==> config.mk <==
export PLATFORM = sky130hd
export DESIGN_NAME = pbfc_cell
export DESIGN_NICKNAME = d
export VERILOG_FILES = /design/src/rtl/pbfc_pkg.sv /design/src/rtl/pbfc_cell.sv
export SDC_FILE = /design/constraint.sdc
export NUM_CORES = 1
export LEC_CHECK = 0
export BUFFER_PORTS_ARGS = -buffer_cell sky130_fd_sc_hd__buf_2
export CAP_MARGIN = 10
export CORE_MARGIN = 2
export CORE_UTILIZATION = 54
export DETAILED_ROUTE_END_ITERATION = 8
export PLACE_DENSITY = 0.82
export REMOVE_ABC_BUFFERS = 1
export SYNTH_ARGS = -nofsm -noshare
export SYNTH_HDL_FRONTEND = slang
export SYNTH_SLANG_ARGS = --single-unit
==> constraint.sdc <==
create_clock -name i_clk -period 5 [get_ports i_clk]
set_input_delay 0.5 -clock i_clk [delete_from_list [all_inputs] [get_ports i_clk]]
set_output_delay 0.5 -clock i_clk [all_outputs]
set_load 0.005 [all_outputs]
==> src/rtl/pbfc_pkg.sv <==
// ----------------------------------------------------------------------------
// pbfc_pkg: shared types and constants of the bank free coverage block
// Widths, command codes, register indexes, reset values and the token that
// travels down the chain of bank cells.
// ----------------------------------------------------------------------------
package pbfc_pkg;

    localparam int PAGE_W      = 36;
    localparam int SIZE_W      = 25;
    localparam int CNT_W       = 25;
    localparam int SEG_W       = 3;
    localparam int MASK_W      = 8;
    localparam int TRIG_W      = 32;
    localparam int CMD_W       = 2;
    localparam int BANKS_W     = 4;
    localparam int MAP_W       = 24;
    localparam int CFG_IDX_W   = 3;
    localparam int CFG_DATA_W  = 36;
    localparam int BANK_CNT_DEF = 8;
    // Bank bounds reach the base plus eight bank sizes, which needs one more bit.
    localparam int ADDR_W      = PAGE_W + 1;

    localparam logic [CMD_W-1:0] CMD_CLEAR   = 2'd0;
    localparam logic [CMD_W-1:0] CMD_RANGE   = 2'd1;
    localparam logic [CMD_W-1:0] CMD_EVAL    = 2'd2;
    localparam logic [CMD_W-1:0] CMD_RESTORE = 2'd3;

    localparam logic [CFG_IDX_W-1:0] CFG_ENABLE = 3'd0;
    localparam logic [CFG_IDX_W-1:0] CFG_BASE   = 3'd1;
    localparam logic [CFG_IDX_W-1:0] CFG_SIZE   = 3'd2;
    localparam logic [CFG_IDX_W-1:0] CFG_BANKS  = 3'd3;
    localparam logic [CFG_IDX_W-1:0] CFG_SEGMAP = 3'd4;

    localparam logic [SIZE_W-1:0]  RST_SIZE   = 25'd65536;
    localparam logic [BANKS_W-1:0] RST_BANKS  = 4'd8;
    localparam logic [MAP_W-1:0]   RST_SEGMAP = 24'd16434824;

    typedef struct packed {
        logic [CMD_W-1:0]  cmd;
        logic [PAGE_W-1:0] range_start;
        logic [PAGE_W-1:0] range_end;
    } t_in_item;

    typedef struct packed {
        logic [MASK_W-1:0] segment_mask;
        logic [TRIG_W-1:0] trigger_count;
        logic              status;
    } t_out_item;

    typedef struct packed {
        logic              valid;
        logic [CMD_W-1:0]  cmd;
        logic [ADDR_W-1:0] bank_start;
        logic [ADDR_W-1:0] bank_end;
        logic [MASK_W-1:0] mask;
    } t_tok;

endpackage

==> src/rtl/pbfc_cell.sv <==
// ----------------------------------------------------------------------------
// pbfc_cell: one bank of the coverage chain
// Holds the free-page counter of its bank, adds the clipped overlap of a
// range, clears on a clear token, folds its segment bit into an evaluate
// token when its counter equals the bank size, and hands the token to the next bank.
// ----------------------------------------------------------------------------
module pbfc_cell (
    input  logic                          i_clk,
    input  logic                          i_rst_n,
    input  pbfc_pkg::t_tok                i_tok,
    input  logic [pbfc_pkg::PAGE_W-1:0]   i_lo,
    input  logic [pbfc_pkg::PAGE_W-1:0]   i_hi,
    input  logic [pbfc_pkg::SIZE_W-1:0]   i_size,
    input  logic                          i_active,
    input  logic [pbfc_pkg::SEG_W-1:0]    i_seg,
    output pbfc_pkg::t_tok                o_tok
);

    logic [pbfc_pkg::CNT_W-1:0]  r_count;
    logic [pbfc_pkg::CNT_W-1:0]  r_ovl;
    logic                        r_add_v;
    pbfc_pkg::t_tok              r_tok;

    logic [pbfc_pkg::ADDR_W-1:0] w_lo;
    logic [pbfc_pkg::ADDR_W-1:0] w_hi;
    logic [pbfc_pkg::ADDR_W-1:0] w_a;
    logic [pbfc_pkg::ADDR_W-1:0] w_z;
    logic [pbfc_pkg::ADDR_W-1:0] w_diff;
    logic                        w_hit;
    logic [pbfc_pkg::CNT_W:0]    w_sum;
    logic                        w_full;

    assign w_lo   = pbfc_pkg::ADDR_W'(i_lo);
    assign w_hi   = pbfc_pkg::ADDR_W'(i_hi);
    assign w_a    = (i_tok.bank_start > w_lo) ? i_tok.bank_start : w_lo;
    assign w_z    = (i_tok.bank_end < w_hi) ? i_tok.bank_end : w_hi;
    assign w_diff = w_z - w_a;
    assign w_hit  = i_tok.valid && (i_tok.cmd == pbfc_pkg::CMD_RANGE) && i_active
                    && (w_z > w_a);
    assign w_sum  = {1'b0, r_count} + {1'b0, r_ovl};
    assign w_full = i_active && (r_count == i_size);

    always_ff @(posedge i_clk) begin
        r_ovl <= w_diff[pbfc_pkg::CNT_W-1:0];
        r_tok.cmd        <= i_tok.cmd;
        r_tok.bank_start <= i_tok.bank_end;
        r_tok.bank_end   <= i_tok.bank_end + pbfc_pkg::ADDR_W'(i_size);
        if (i_tok.cmd == pbfc_pkg::CMD_EVAL && w_full) begin
            r_tok.mask <= i_tok.mask | (pbfc_pkg::MASK_W'(1) << i_seg);
        end else begin
            r_tok.mask <= i_tok.mask;
        end
        if (!i_rst_n) begin
            r_count     <= '0;
            r_add_v     <= 1'b0;
            r_tok.valid <= 1'b0;
        end else begin
            r_add_v     <= w_hit;
            r_tok.valid <= i_tok.valid;
            if (i_tok.valid && i_tok.cmd == pbfc_pkg::CMD_CLEAR) begin
                r_count <= '0;
            end else if (r_add_v) begin
                r_count <= w_sum[pbfc_pkg::CNT_W] ? '1 : w_sum[pbfc_pkg::CNT_W-1:0];
            end
        end
    end

    assign o_tok = r_tok;

endmodule

Word-level counts from Yosys, hierarchy flattened
Cells that the tools add are included.
{"block": "totals", "reg_bits": 136, "input_bits": 188, "output_inout_bits": 85, "word_cells": 32}
{"block": "op_classes", "n_addsub": 3, "order_cmp": 3, "eq_ne": 3, "n_shift": 1, "mux": 4, "n_bitwise": 2, "reduce_logical": 8}
{"cell": "37-bit 2-to-1 mux", "count": 2}
{"cell": "37-bit by 25-bit adder with 37-bit output", "count": 1}
{"cell": "37-bit by 36-bit greater-than comparator with 1-bit output", "count": 1}
{"cell": "37-bit greater-than comparator", "count": 1}
{"cell": "37-bit by 36-bit < comparator with 1-bit output", "count": 1}
{"cell": "25-bit by 25-bit adder with 26-bit output", "count": 1}
{"cell": "25-bit == test", "count": 1}
{"cell": "25-bit 2-to-1 mux", "count": 1}
{"cell": "25-bit subtractor", "count": 1}
{"cell": "8-bit 2-to-1 mux", "count": 1}
{"cell": "8-bit bitwise OR", "count": 1}
{"cell": "1-bit by 3-bit << shifter with 8-bit output (first input constant)", "count": 1}
{"cell": "1-bit logical AND", "count": 6}
{"cell": "2-bit by 1-bit == test with 1-bit output (second input constant)", "count": 1}
{"cell": "2-bit == test (second input constant)", "count": 1}
{"cell": "2-bit logical NOT", "count": 1}
{"cell": "2-bit OR reduction", "count": 1}
{"cell": "1-bit inverter", "count": 1}

Depth between registers and ports, before layout
Gate-level depths: netlist (run 1).
{"block": "logic_depth", "word_depth": 4, "ltp_mapped": 22, "ltp_nobuf": 20}

Worst setup path before layout (run 1)
OpenSTA, ideal clock, no wires.
{"block": "synth_timing", "path_kind": "input -> register", "from": "input i_hi[26] (netlist name)", "to": "register r_add_v", "setup_ps": 70, "t_arrival_ps": 4565, "t_required_ps": 4930, "slack_ps": 365, "stages": 20, "path_buffers": 1, "cell_sequence": "inv_1 > ha_1 > a21o_1 > a21o_1 > a21oi_1 > nor3_1 > a2111oi_2 > o21ai_1 > a211oi_4 > buf_6 > mux2_2 > ha_1 > nand2_1 > o211a_1 > nor3_1 > o21ai_0 > a21oi_1 > a21oi_1 > or3_1 > a21oi_1"}
{"block": "synth_between", "elab_chain_cells": 4}
{"element": "start: declaration", "line": "pbfc_cell.sv:12", "rtl": "input logic [pbfc_pkg::PAGE_W-1:0] i_hi,"}
{"element": "37-bit by 36-bit < comparator with 1-bit output", "line": "pbfc_cell.sv:36", "rtl": "assign w_z = (i_tok.bank_end < w_hi) ? i_tok.bank_end : w_hi;"}
{"element": "37-bit 2-to-1 mux *", "line": "pbfc_cell.sv:36"}
{"element": "37-bit greater-than comparator *", "line": "pbfc_cell.sv:39", "rtl": "&& (w_z > w_a);"}
{"element": "1-bit logical AND *", "line": "pbfc_cell.sv:39"}
{"element": "end signal: assignment", "line": "pbfc_cell.sv:58", "rtl": "r_add_v <= w_hit;"}
{"element": "end: declaration", "line": "pbfc_cell.sv:21", "rtl": "logic r_add_v;"}
Every way passes the cells marked *; elsewhere a longest branch is shown, timed or not.
A chain may end at the register's enable or synchronous reset.

Worst setup path after layout (run 1)
{"block": "layout_timing", "from": "input i_tok[18] (netlist name)", "to": "register r_ovl[18] (netlist name)"}
{"block": "layout_between", "elab_chain_cells": 3}
{"element": "start: declaration", "line": "pbfc_cell.sv:10", "rtl": "input pbfc_pkg::t_tok i_tok,"}
{"element": "37-bit by 36-bit < comparator with 1-bit output", "line": "pbfc_cell.sv:36"}
{"element": "37-bit 2-to-1 mux *", "line": "pbfc_cell.sv:36"}
{"element": "25-bit subtractor *", "line": "pbfc_cell.sv:37", "rtl": "assign w_diff = w_z - w_a;"}
{"element": "named net w_diff, one bit", "line": "pbfc_cell.sv:28", "rtl": "logic [pbfc_pkg::ADDR_W-1:0] w_diff;"}
{"element": "end signal: assignment", "line": "pbfc_cell.sv:44", "rtl": "r_ovl <= w_diff[pbfc_pkg::CNT_W-1:0];"}
{"element": "end: declaration", "line": "pbfc_cell.sv:20", "rtl": "logic [pbfc_pkg::CNT_W-1:0] r_ovl;"}
Mark *: on every way through the listed nets, which the timed path passes. The rest lies on a longest branch.

==> results of run 1 <==
-- layer usage --
layer | vias to the layer above | global-route usage, % | part of all wire [%] | wire length, um
met3 | 61 | 6.182 | 7.5 | 2224
met2 | 373 | 48.47 | 47 | 13800
met5 | - | 0 | 0 | 0
li1 | 4742 | - | - | -
met4 | 0 | 10.42 | 2.6 | 778
met1 | 4472 | 37.24 | 43 | 12790
-- layout make-up --
class	count	area, um2	share of cell area [%]
Tap cell	234	292.8	2.353
Timing Repair Buffer	289	1501	12.07
Antenna cell	2	5.005	0.04022
Clock buffer	17	425.4	3.419
Sequential cell	136	2723	21.88
Multi-Input combinational cell	894	6964	55.97
Inverter	101	379.1	3.047
Clock inverter	14	152.6	1.227
-- cells by family (layout without fill, tap and decap cells) --
group	Yosys count	after routing	share of synthesized area, %
DFF	136	136	26.80
other	1	3	0.03691
adders and majority gates	161	161	20.05
muxes	74	74	7.735
buffers and inverters	122	421	4.816
AOI/OAI and AO/OA	336	336	20.86
and+or+nand+nor	220	220	10.90
xor gates and xnor gates	102	102	8.794
-- cells in the final DEF (no fill, tap or decap), drive strengths merged, types with 3 or more instances in the layout --
cell type  netlist  routed
xnor2           55      55
nor2b           10      10
mux2            36      36
clkbuf          11      17
and2             3       3
a2111oi          3       3
a41o             4       4
a31oi            9       9
and4             6       6
a21o            62      62
mux2i           38      38
nand3           24      24
nand2           47      47
clkinvlp         0       4
nor3            17      17
a21boi           7       7
nand2b          13      13
and3             5       5
ha             158     158
a211oi          11      11
o211ai          11      11
a21oi          111     111
clkinv           0       6
o31ai            6       6
buf             10     289
nand4           31      31
nor4             5       5
xor2            47      47
a31o             6       6
o21bai           7       7
fa               3       3
inv            101     103
o21ai           74      74
dfxtp          136     136
nor2            51      51
o21a            11      11
o31a             3       3
-- stage by stage --
step / std cells / TNS [ns] / util, %
finish: 1687 / 0 / 66.97
global route: 1687 / 0 / 66.97
CTS: 1685 / 0 / 66.94
detailed placement: 1654 / -0.04549 / 63.83
global placement: 1654 / 0 / 63.83
floorplan: 1131 / -31.37 / -
-- critical path: stages --
cell      delay [ns]
buf_2           0.14
ha_1            0.32
a21o_1          0.16
a21o_1          0.17
a21oi_1         0.17
nand2_1         0.07
o21ai_0         0.36
a31oi_1         0.20
a211oi_4        0.25
buf_12          0.21
mux2_2          0.35
ha_1            0.32
nor2b_1         0.16
o21bai_1        0.21
and3_1          0.22
o31ai_1         0.07
buf_4           0.15
a311oi_1        0.44
o21ai_0         0.14
a21oi_1         0.19
xnor2_1         0.14
-- where the power goes --
group,internal (uW),switching [uW]
clock,734,499
sequential,1240,54.3
combinational,598,747
total,2580,1300
-- flip-flops by register name, summed over array words and instances, names as in the netlist --
name,cells
r_add_v,1
o_tok,85
r_count,25
r_ovl,25
-- worst min path at each step --
stage	to	depth (start not counted)	from	slack (ns)
2_1_floorplan	o_tok[45]	0	i_tok[8]	0.53
3_5_place_dp	r_count[16]	2	r_count[16]	0.56
4_1_cts	o_tok[83]	1	i_tok[83]	0.22
3_3_place_gp	r_count[0]	2	r_count[0]	0.55
5_1_grt	o_tok[82]	1	i_tok[82]	0.23
6_report	o_tok[83]	1	i_tok[83]	0.23
==> run metrics, run 1 <==
count of fill cells added during filler insertion=1479; Critical Path End=r_ovl[18]; Seq/Total Area, Yosys=26.80%; Post-CTS Resized=0; signal arrival time at the worst endpoint=4.97 ns; Worst Reg-to-Reg Cells=10; pin count of the biggest net entering global routing=27; area of the placeable core=18580 um2; remaining routing DRC violations=0; Total Routing Usage GR=29.09%; slew at the pin closest to its max-slew limit=0.9508 ns; setup bufs post-CTS=0; total wire length=29590 um; root buffer selected by CTS=clkbuf_16; Initial Util=54.67%; number of flip-flops and latches in the synthesized netlist=136; cell type with the largest total area after synthesis=dfxtp_1; unrepaired setup endpoints after global routing=no; HP Class=input port to flip-flop; final number of setup-violating endpoints=0; insertion delay to the later sink of the worst-skew pair=0.42 ns; number of antenna violations at the first check in global routing=2; final hold viol count=0; worst-case setup slack after placement=-0.02117 ns; fin nets=1788; total leakage power=0.006323 uW; setup skew after layout=0.01161 ns; die area=19920 um2; top cell types by occurrence after synthesis=158 x ha_1, 136 x dfxtp_1, 111 x a21oi_1; library cells used by synthesis=54; total power consumption of the routed design=3876 uW; crit end category=flip-flop; Post-Synthesis Cells=1152; cell row count=50; ports placed on the boundary=273; DR WL/cell=17.54 um; quantity of I/O buffers inserted on ports=272; largest vdd supply drop=263.4 uV; Area growth syn-to-layout=22.49%; CP Launch Type=input port; number of max-capacitance violations reported=0; setup slack of the critical path after layout=0.3806 ns; largest cells by area after synthesis=dfxtp_1 27%, ha_1 19%, a21oi_1 5.5%, xnor2_1 4.7%, a21o_1 4.6%; R2R setup slack=2.16 ns; most repeated cell in the gate-level netlist after synthesis=ha_1; final clock period utilization by the worst path=92.39%; number of design-rule violations left by the first detailed-router iteration=765; CTS sink count=136; required time of the critical path=5.35 ns; vias in the first global route=9223; clock tree from TritonCTS=yes; smallest hold slack=0.2313 ns; power density over the cells=311.5 nW/um2; Syn. warnings=0; final design instance area without fill=12440 um2; fraction of final layout cells with drive strength greater than 1=25.57%; minimum clock period after layout=4.619 ns; total CTS buffers=17; maximum net fanout on the critical path=22; area fraction of the dominant cell type after synthesis=26.80%; Remaining Overflow, GRT=0; Reg-to-Reg Start=r_count[1]; total count of max-transition violations in the final report=0; sum of net half-perimeters after detailed placement=23990 um; clock-pin slew of the registers on the worst-case setup and hold paths=0.06 ns; Post-Syn Area=10160 um2; critical setup path kind=input port to flip-flop; highest attainable clock frequency=216.5 MHz; async set or reset register ratio after synthesis=0%; status=complete, no violations; via count normalized by instance count=5.719; dpl cell area=11860 um2; number of buffers on the longest clock path=2; number of detailed-routing iterations run before antenna repair=8; Post-synth EDFFs=0; worst flop-to-flop path endpoint=r_count[6]; worst setup path startpoint=i_tok[18]; Via Count=9648; primary flip-flop cell chosen by synthesis mapping=dfxtp_1; die extent in y=141.2 um; global-route wire length before repair=46310 um; post-route ant nets=0; width of the chip=141.2 um; Worst slew margin=34.98%; total number of H-tree levels=4; final RePlAce weighted congestion=0.9579; count of hold-fix buffers inserted at cts=0; average size of a mapped cell=8.818 um2
Power figures use the tool's default switching activity.
==> run 2, diff against run 1 <==
- ABC_AREA: not set -> 1
- CORE_MARGIN: 2 -> 4
- CORE_UTILIZATION: 54 -> 57
- CTS_BUF_LIST: not set -> sky130_fd_sc_hd__clkbuf_4 sky130_fd_sc_hd__clkbuf_8 sky130_fd_sc_hd__clkbuf_16
- PLACE_DENSITY: 0.82 -> 0.83
==> run metrics, run 2 <==
unrepaired setup endpoints after global routing=no; ports placed on the boundary=273 (unchanged); setup slack of the critical path after layout=1.017 ns (+0.6366 ns); Post-synth EDFFs=0 (unchanged); root buffer selected by CTS=clkbuf_16; crit end category=flip-flop; post-route ant nets=0 (unchanged); Total Routing Usage GR=35.54% (+6.5 points); number of max-capacitance violations reported=0 (unchanged); Most Used Layer, Global Route=met2; HP Class=input port to flip-flop; final clock period utilization by the worst path=79.66% (-13 points); via count normalized by instance count=5.503 (-3.8%); global-route wire length before repair=68540 um (+48%); die area=24680 um2 (+24%); CP Launch Type=input port; sum of net half-perimeters after detailed placement=38320 um (+60%); most repeated cell in the gate-level netlist after synthesis=nand2_1; pin count of the biggest net entering global routing=38 (+41%); Area growth syn-to-layout=16.80%; Net Switching=1661 uW (+28%); width of the chip=157.1 um (+11%); quantity of I/O buffers inserted on ports=272 (unchanged); relative contribution of the clock network to total power=29.1% (-2.7 points); largest vdd supply drop=231.6 uV (-12%); worst-case setup slack after placement=0.6333 ns (+0.6545 ns); area of the placeable core=21820 um2 (+17%); Finished Core Util=67.83% (+0.86 points); top cell types by occurrence after synthesis=683 x nand2_1, 325 x inv_1, 187 x nor2_1; final hold viol count=0 (unchanged); fraction of power spent switching nets=39.65% (+6.1 points); Post-CTS Resized=0 (unchanged); Int Pwr=2528 uW (-1.9%); status=complete, no violations; setup skew after layout=0.008069 ns (-0.003543 ns); total count of max-transition violations in the final report=0 (unchanged); power density over the cells=283.0 nW/um2 (-9.2%); crit path buf inv count=2 (-1); met2 usage=60.77% (+12 points); master of the slowest instance on the critical path=fa_1; delay contributed by the slowest stage of the critical path=0.43 ns (about the same); slew at the pin closest to its max-slew limit=0.6016 ns (-0.3492 ns); final number of setup-violating endpoints=0 (unchanged); Initial Util=58.07% (+3.4 points); category of cells accounting for the largest share of critical-path delay=simple AND/OR/NAND/NOR gates; primary flip-flop cell chosen by synthesis mapping=dfxtp_1; most frequent cell on the critical path=nand2_1; number of flip-flops and latches in the synthesized netlist=136 (unchanged); insertion delay to the later sink of the worst-skew pair=0.43 ns (about the same); total wire length=45650 um (+54%); Remaining Overflow, GRT=0 (unchanged); fin nets=2668 (+49%); Post-Synthesis Cells=2048 (+78%); highest-count cells in the layout ignoring fill and taps=683 x nand2_1, 325 x inv_1, 272 x buf_2; die extent in y=157.1 um (+11%); vias in the first global route=13290 (+44%); critical path, cell by cell=buf_2 -> inv_1 -> ha_1 -> nand2_1 -> nor2_2 -> nand2_1 -> nor2_2 -> nand2_1 -> nor2_1 -> nor2_1 -> nand2_2 -> nand2_4 -> nand2_1 -> nand2_1 -> ha_1 -> fa_1 -> o21ai_2 -> a21boi_1 -> o21ai_0 -> nand2_1 -> nand3_1 -> nand2_1; average size of a mapped cell=6.188 um2 (-30%); minimum clock period after layout=3.983 ns (-0.6366 ns); accumulated negative setup slack=0 ns (unchanged); sequential fraction of design power=31.9% (-1.6 points); Post-Syn Area=12670 um2 (+25%); setup bufs post-CTS=0 (unchanged); remaining routing DRC violations=0 (unchanged); power share of the combinational group=39.1% (+4.4 points); met3 Use GR=7.479% (+1.3 points); CTS sink count=136 (unchanged); total leakage power=0.008588 uW (+36%); Syn. warnings=0 (unchanged); flip-flop count of the largest register, all copies and words added=85 (unchanged); met1 track utilization from global routing=42.28% (+5.0 points); number of antenna violations at the first check in global routing=8 (+6); count of hold-fix buffers inserted at cts=0 (unchanged); clock tree from TritonCTS=yes; Seq/Total Area, Yosys=21.48% (-5.3 points); async set or reset register ratio after synthesis=0% (unchanged); Worst slew margin=59.47% (+24 points); library cells used by synthesis=38 (-30%); number of detailed-routing iterations run before antenna repair=9 (+1); maximum net fanout on the critical path=37 (+68%); highest attainable clock frequency=251.1 MHz (+16%); number of buffers on the longest clock path=2 (unchanged); cell row count=54 (+8.0%); total CTS buffers=17 (unchanged); clock-pin slew of the registers on the worst-case setup and hold paths=0.06 ns (about the same); most common cell after layout, fill and taps aside=nand2_1; cell type with the largest total area after synthesis=dfxtp_1; required time of the critical path=5.32 ns (-0.03 ns); largest cells by area after synthesis=dfxtp_1 21%, nand2_1 20%, ha_1 16%, inv_1 9.6%, nor2_1 5.5%; number of design-rule violations left by the first detailed-router iteration=1175 (+54%); Via Count=14400 (+49%); DR WL/cell=17.45 um (-0.49%); signal arrival time at the worst endpoint=4.31 ns (-0.66 ns); fraction of final layout cells with drive strength greater than 1=14.41% (-11 points); area fraction of the dominant cell type after synthesis=21.48% (-5.3 points); final RePlAce weighted congestion=0.9997 (+4.4%); critical setup path kind=input port to flip-flop; total number of H-tree levels=4 (unchanged)
-- run 2: layout make-up --
class,instances,area [um2]
multi-input combinational,1553,8476
fill,2024,7020
sequential,136,2723
timing repair buffer,284,1451
inverter,327,1227
clock buffer,18,439.2
tap,280,350.3
clock inverter,14,126.4
antenna,4,10.01
-- run 2: power by group through the flow --
stage,clock [uW],combinational (uW),sequential (uW)
2_1_floorplan,0,1040,1320
3_3_place_gp,0,1570,1350
3_5_place_dp,0,1590,1350
4_1_cts,1220,1610,1330
5_1_grt,1270,1820,1340
6_report,1220,1640,1330
-- run 2: cells by family after synthesis --
| family | Yosys count | share of synthesized area [%] |
|---|---|---|
| adder cells (fa/ha/maj) | 161 | 16.07 |
| XOR/XNOR | 70 | 4.838 |
| flip-flops | 136 | 21.48 |
| AND/OR/NAND/NOR | 1107 | 36.82 |
| buffers and inverters | 359 | 11.68 |
| AO/OA/AOI/OAI | 214 | 9.073 |
| other | 1 | 0.02959 |
-- run 2: metrics by stage --
step	cells	instance area, um2	total power [uW]	hold WS, ns
3_3_place_gp	2580	14230	2920	0.5443
5_1_grt	2614	14800	4433	0.2202
2_1_floorplan	2016	12420	2356	0.5186
4_1_cts	2612	14790	4160	0.2180
3_5_place_dp	2580	14230	2946	0.5611
6_report	2616	14800	4189	0.2297
-- run 2: worst register-to-register path, stage by stage, from the launching register on --
cell,delay [ns]
dfxtp_1,0.47
ha_1,0.34
nand2_1,0.15
inv_1,0.07
nand2_1,0.06
nand2_1,0.07
inv_1,0.05
nand2_1,0.08
a21oi_1,0.16
nand2_1,0.26
inv_2,0.31
nand3_1,0.17
nand2_1,0.09
inv_1,0.04
-- run 2: path summary, 6_finish.rpt --
check	cells past startpoint	from	slack, ns	endpoint
max	22	i_lo[18]	1.02	r_ovl[22]
min	1	i_tok[83]	0.23	o_tok[83]
max reg2reg	13	r_count[16]	2.58	r_count[23]
min reg2reg	2	r_count[13]	0.57	r_count[13]
-- run 2: routing by layer --
metal  vias to the layer above  wire length (um)  part of all wire (%)
li1                       7069                 -                     -
met1                      6466             18050                    40
met2                       712             20970                    46
met3                       141              4182                   9.2
met4                         8              2401                   5.3
met5                         -                48                  0.11
